**src/design/u8sd_pkg.sv**
```systemverilog
// shared constants and decode helpers for the utf-8 stream decoder
package u8sd_pkg;

    localparam int BYTE_W  = 8;
    localparam int CP_W    = 21;
    localparam int COUNT_W = 3;
    localparam int ACC_W   = 18;
    localparam int CONT_W  = 6;

    localparam logic [BYTE_W-1:0] LEAD4_MIN = 8'hF0;
    localparam logic [BYTE_W-1:0] LEAD3_MIN = 8'hE0;
    localparam logic [BYTE_W-1:0] LEAD2_MIN = 8'hC0;
    localparam logic [BYTE_W-1:0] MASK2     = 8'h1F;
    localparam logic [BYTE_W-1:0] MASK3     = 8'h0F;
    localparam logic [BYTE_W-1:0] MASK4     = 8'h07;
    localparam logic [BYTE_W-1:0] CONT_MASK = 8'h3F;

    localparam logic [COUNT_W-1:0] LEN_NONE = 3'd0;
    localparam logic [COUNT_W-1:0] LEN_1    = 3'd1;
    localparam logic [COUNT_W-1:0] LEN_2    = 3'd2;
    localparam logic [COUNT_W-1:0] LEN_3    = 3'd3;
    localparam logic [COUNT_W-1:0] LEN_4    = 3'd4;

    typedef logic [CP_W-1:0] t_code_point;

    function automatic logic [COUNT_W-1:0] length_of(input logic [BYTE_W-1:0] b);
        logic [COUNT_W-1:0] len;
        priority if (b >= LEAD4_MIN) len = LEN_4;
        else if (b >= LEAD3_MIN)     len = LEN_3;
        else if (b >= LEAD2_MIN)     len = LEN_2;
        else                         len = LEN_1;
        return len;
    endfunction

    function automatic t_code_point decode(input logic [BYTE_W-1:0] lead,
                                           input logic [ACC_W-1:0]  acc,
                                           input logic [COUNT_W-1:0] n);
        t_code_point cp;
        unique case (n)
            LEN_2:   cp = {10'd0, lead[4:0] & MASK2[4:0], acc[5:0]};
            LEN_3:   cp = {5'd0, lead[3:0] & MASK3[3:0], acc[11:0]};
            LEN_4:   cp = {lead[2:0] & MASK4[2:0], acc};
            default: cp = {13'd0, lead};
        endcase
        return cp;
    endfunction

endpackage

```
**src/design/utf8_stream_decoder.sv**
```systemverilog
// utf-8 byte stream to code point decoder, one byte per beat
// a result is registered: it is valid in the cycle after the beat that completes its sequence
// throughput: one byte per cycle; a held result stalls input only while it is not taken
// bytes that complete no sequence are absorbed into the sequence state
// reset (synchronous, active low) closes any open sequence and empties the result register
module utf8_stream_decoder (
    input  logic                         i_clk,
    input  logic                         i_rst_n,
    input  logic                         i_in_valid,
    output logic                         o_in_ready,
    input  logic [u8sd_pkg::BYTE_W-1:0]  i_data_byte,
    input  logic                         i_end_of_string,
    output logic                         o_out_valid,
    input  logic                         i_out_ready,
    output logic [u8sd_pkg::CP_W-1:0]    o_code_point,
    output logic [u8sd_pkg::COUNT_W-1:0] o_byte_count
);
    import u8sd_pkg::*;

    logic [BYTE_W-1:0]  r_lead, n_lead;
    logic [COUNT_W-1:0] r_exp_len, n_exp_len;
    logic [COUNT_W-1:0] r_rx_cnt, n_rx_cnt;
    logic [ACC_W-1:0]   r_acc, n_acc;
    logic               r_out_valid, n_out_valid;
    t_code_point        r_code_point, n_code_point;
    logic [COUNT_W-1:0] r_byte_count, n_byte_count;

    logic               accept;
    logic [COUNT_W-1:0] lead_len;
    logic [ACC_W-1:0]   acc_shift;
    logic [COUNT_W-1:0] cnt_inc;

    assign o_in_ready = !r_out_valid || i_out_ready;
    assign accept     = i_in_valid && o_in_ready;
    assign lead_len   = length_of(i_data_byte);
    assign acc_shift  = {r_acc[ACC_W-CONT_W-1:0], i_data_byte[CONT_W-1:0] & CONT_MASK[CONT_W-1:0]};
    assign cnt_inc    = r_rx_cnt + LEN_1;

    always_comb begin
        n_lead       = r_lead;
        n_exp_len    = r_exp_len;
        n_rx_cnt     = r_rx_cnt;
        n_acc        = r_acc;
        n_code_point = r_code_point;
        n_byte_count = r_byte_count;
        n_out_valid  = r_out_valid && !i_out_ready;
        if (accept) begin
            if (r_exp_len == LEN_NONE) begin
                if (lead_len == LEN_1 || i_end_of_string) begin
                    // single byte or a lead that ends the string: plain byte value
                    n_code_point = {{(CP_W-BYTE_W){1'b0}}, i_data_byte};
                    n_byte_count = LEN_1;
                    n_out_valid  = 1'b1;
                end else begin
                    n_lead    = i_data_byte;
                    n_exp_len = lead_len;
                    n_rx_cnt  = LEN_1;
                    n_acc     = '0;
                end
            end else begin
                // any byte in an open sequence counts as continuation
                n_acc    = acc_shift;
                n_rx_cnt = cnt_inc;
                if (cnt_inc >= r_exp_len || i_end_of_string) begin
                    n_code_point = decode(r_lead, acc_shift, cnt_inc);
                    n_byte_count = cnt_inc;
                    n_out_valid  = 1'b1;
                    n_lead       = '0;
                    n_exp_len    = LEN_NONE;
                    n_rx_cnt     = LEN_NONE;
                    n_acc        = '0;
                end
            end
        end
    end

    always_ff @(posedge i_clk) begin
        if (!i_rst_n) begin
            r_lead      <= '0;
            r_exp_len   <= LEN_NONE;
            r_rx_cnt    <= LEN_NONE;
            r_acc       <= '0;
            r_out_valid <= 1'b0;
        end else begin
            r_lead      <= n_lead;
            r_exp_len   <= n_exp_len;
            r_rx_cnt    <= n_rx_cnt;
            r_acc       <= n_acc;
            r_out_valid <= n_out_valid;
        end
    end

    always_ff @(posedge i_clk) begin
        r_code_point <= n_code_point;
        r_byte_count <= n_byte_count;
    end

    assign o_out_valid  = r_out_valid;
    assign o_code_point = r_code_point;
    assign o_byte_count = r_byte_count;

endmodule

```
**config.mk**
```make
export PLATFORM = sky130hd
export DESIGN_NAME = utf8_stream_decoder
export DESIGN_NICKNAME = d
export VERILOG_FILES = /design/src/design/u8sd_pkg.sv /design/src/design/utf8_stream_decoder.sv
export SDC_FILE = /design/constraint.sdc
export NUM_CORES = 1
export LEC_CHECK = 0
export ABC_CLOCK_PERIOD_IN_PS = 3400
export BUFFER_PORTS_ARGS = -buffer_cell sky130_fd_sc_hd__buf_2
export CAP_MARGIN = 20
export CORE_MARGIN = 2
export CORE_UTILIZATION = 44
export DETAILED_ROUTE_END_ITERATION = 8
export HOLD_SLACK_MARGIN = 0.03
export PLACE_DENSITY_LB_ADDON = 0.15
export SLEW_MARGIN = 30
export SYNTH_ARGS = -nofsm -noshare
export SYNTH_HDL_FRONTEND = slang
export SYNTH_SLANG_ARGS = --single-unit
```
**constraint.sdc**
```tcl
create_clock -name i_clk -period 3.4 [get_ports i_clk]
set_input_delay 0.17 -clock i_clk [delete_from_list [all_inputs] [get_ports i_clk]]
set_output_delay 0.17 -clock i_clk [all_outputs]
set_load 0.02 [all_outputs]
```
==> flow_summary_export.csv <==
group,metric,value,unit
run_status,status,"finished, final reports clean",
synth,ys_types,42,
drt,dr.pass1.iters,4,
cells_and_area,stdcell_count,296,
hold_path,hold_start,"i_data_byte[2]",
sta,hold_viol,0,
drt,avgRoutedWirePerCell,14.7,um
grt,grt_pass1_wl,6840,um
clocking,htreeDepth,2,
sta,min_period,2670,ps
job,maxCapViolCount,0,
drt,vias,1524,
critical_path,r2r-start,"r_rx_cnt[0]",
cells_and_area,nets,248,
clocking,cts_resized,0,
clocking,cts.reportedPaths.clkPinSlew,90,ps
power_and_ir_drop,max-vdd-ir-drop,0.000205,V
clocking,clock_latency,300,ps
sta,setup_viol,0,
power_and_ir_drop,power.total,1.15,mW
critical_path,path_max_fanout,24,
die,start_util,0.464,
drt,drc,0,
sta,period_share,0.786,
synth,syn_area,2220,um^2
sta,tns,0,ps
synth,async_flop_share,0,
grt,grt_pass1_vias,1386,
synth,synth_top_cell_by_area,"edfxtp_1",
grt,grt_overflow_total,0,
cells_and_area,layout-drive-gt1-share,0.279,
critical_path,worst_setup_path_end_kind,"flip-flop",
sta,max-slew-margin-rel,0.471,
synth,synth-edff-count,24,
critical_path,critical_path.startpoint,"r_rx_cnt[0]",
critical_path,critPathKind,"flip-flop to flip-flop",
critical_path,required,3400,ps
synth,seq_area_frac_synth,0.569,
clocking,clock_path_buffers,2,
sta,rsz0062_at_grt,"no",
die,die_area,5630,um^2
synth,synth_nets,209,
grt,grt_max_degree,25,
critical_path,start_kind,"flip-flop",
power_and_ir_drop,power.density,454,nW/um^2
sta,tightest_slew,791,ps
placed_design,dp_hpwl,3150,um
clocking,cts_inserted_buffers,5,
die,dieHeight,75.0,um
synth,synthTopCellsByArea,"edfxtp_1 (32%), dfxtp_1 (24%), a22o_1 (5.5%)",
power_and_ir_drop,p_leak,1.02,nW
synth,synth_cells,189,
clocking,cts_sinks,51,
sta,maxSlewViolCount,0,
clocking,cts_hold_buf,0,
clocking,cts_tree,"yes",
clocking,root_buffer,"clkbuf_8",
die,pin_count,39,
synth,ys_warn_count,0,
synth,ys_ff_latch,51,
sta,skew,2.81,ps
cells_and_area,antenna_cells,0,
cells_and_area,final_common_cell,"buf_2",
drt,wl,4340,um
sta,fmax,0.374,GHz
cells_and_area,final_cell_mix,"buf_2 (38), dfxtp_1 (27), edfxtp_1 (24)",
synth,syn_avg_cell_area,11.7,um^2
clocking,postCtsSetupBuffers,0,
die,rows,25,
synth,synth_top_area_frac,0.325,
synth,ys.flop_type,"dfxtp_1",
drt,antenna_left,0,
drt,via_per_inst,5.15,
die,coreArea,4790,um^2
placed_design,routabilityCongestion,0.846,
critical_path,crit_arrival,2670,ps
grt,antenna_found_initial,0,
placed_design,numPortBuffers,38,
hold_path,hp-class,"input pin to flip-flop",
die,die_width,75.0,um
cells_and_area,final_util,0.530,
grt,track_usage,0.168,
drt,drt_iter0_markers,86,
cells_and_area,areaGrowthSynthToFinish,14.3,%
placed_design,dp_cells,288,
[sequential cells by signal (all words and copies together) (netlist names)]
register / cells
o_code_point: 21
o_byte_count: 3
r_exp_len: 3
o_out_valid: 1
r_lead: 8
r_acc: 12
r_rx_cnt: 3
[area by class of cell]
cell class	count	area, um^2
Fill cell	448	2250
Sequential cell	51	1260
Multi-Input combinational cell	123	873
Timing Repair Buffer	39	198
Tap cell	67	83.8
Clock buffer	5	68.8
Inverter	8	30.0
Clock inverter	3	20.0
[through the flow]
stage / hold WS (ps) / cell area, um^2 / setup slack, ps
after global routing: 110 / 2530 / 547
after global placement: 429 / 2440 / 509
after CTS: 107 / 2530 / 718
after detailed placement: 432 / 2450 / 743
after floorplan: 291 / 2220 / 643
final: 122 / 2530 / 727
[layer usage]
metal  vias up  wire, um  global-route usage
met3         4       157              0.0415
met5         -         0                   0
met4         0        54              0.0655
met1       717      2160               0.227
met2        29      1970               0.262
li1        774         -                   -
[cell families after synthesis]
family                     share of synthesized area
adders and majority gates                     0.0395
and+or+nand+nor                                0.129
buffers and inverters                         0.0383
muxes                                         0.0400
DFF                                            0.569
xor gates and xnor gates                     0.00733
AOI/OAI and AO/OA                              0.178
[critical path: stages, from the launching register on]
cell      delay, ps
dfxtp_1         470
ha_1            250
xnor2_2         140
inv_2            90
ha_1            290
a211oi_1        400
o211ai_2        240
and4_2          480
[Yosys cell counts, types with 2 or more instances]
cell and instances:
a21o_1 3, a21oi_1 15, a22o_1 14, a22oi_1 5, and2_1 7, and3_1 2, buf_6 3, dfxtp_1 27
edfxtp_1 24, ha_1 7, inv_1 7, mux2_2 7, nand2_1 18, nand2b_1 2, nand3_1 10, nor2_1 11
o21ai_0 2
[path summary, 6_finish.rpt]
path,endpoint,slack [ps],cells past startpoint
worst max-delay path,o_code_point[18],730,7
worst min-delay path,r_lead[2],120,2
worst max register to register,o_code_point[18],730,7
worst min register to register,r_lead[7],460,1
[where the power goes]
part | leakage [nW] | internal [mW] | total (mW) | switching, mW
registers | 0.452 | 0.669 | 0.680 | 0.0111
logic | 0.522 | 0.0447 | 0.130 | 0.0850
clock network | 0.0418 | 0.144 | 0.341 | 0.197
Power figures use the tool's default switching activity.
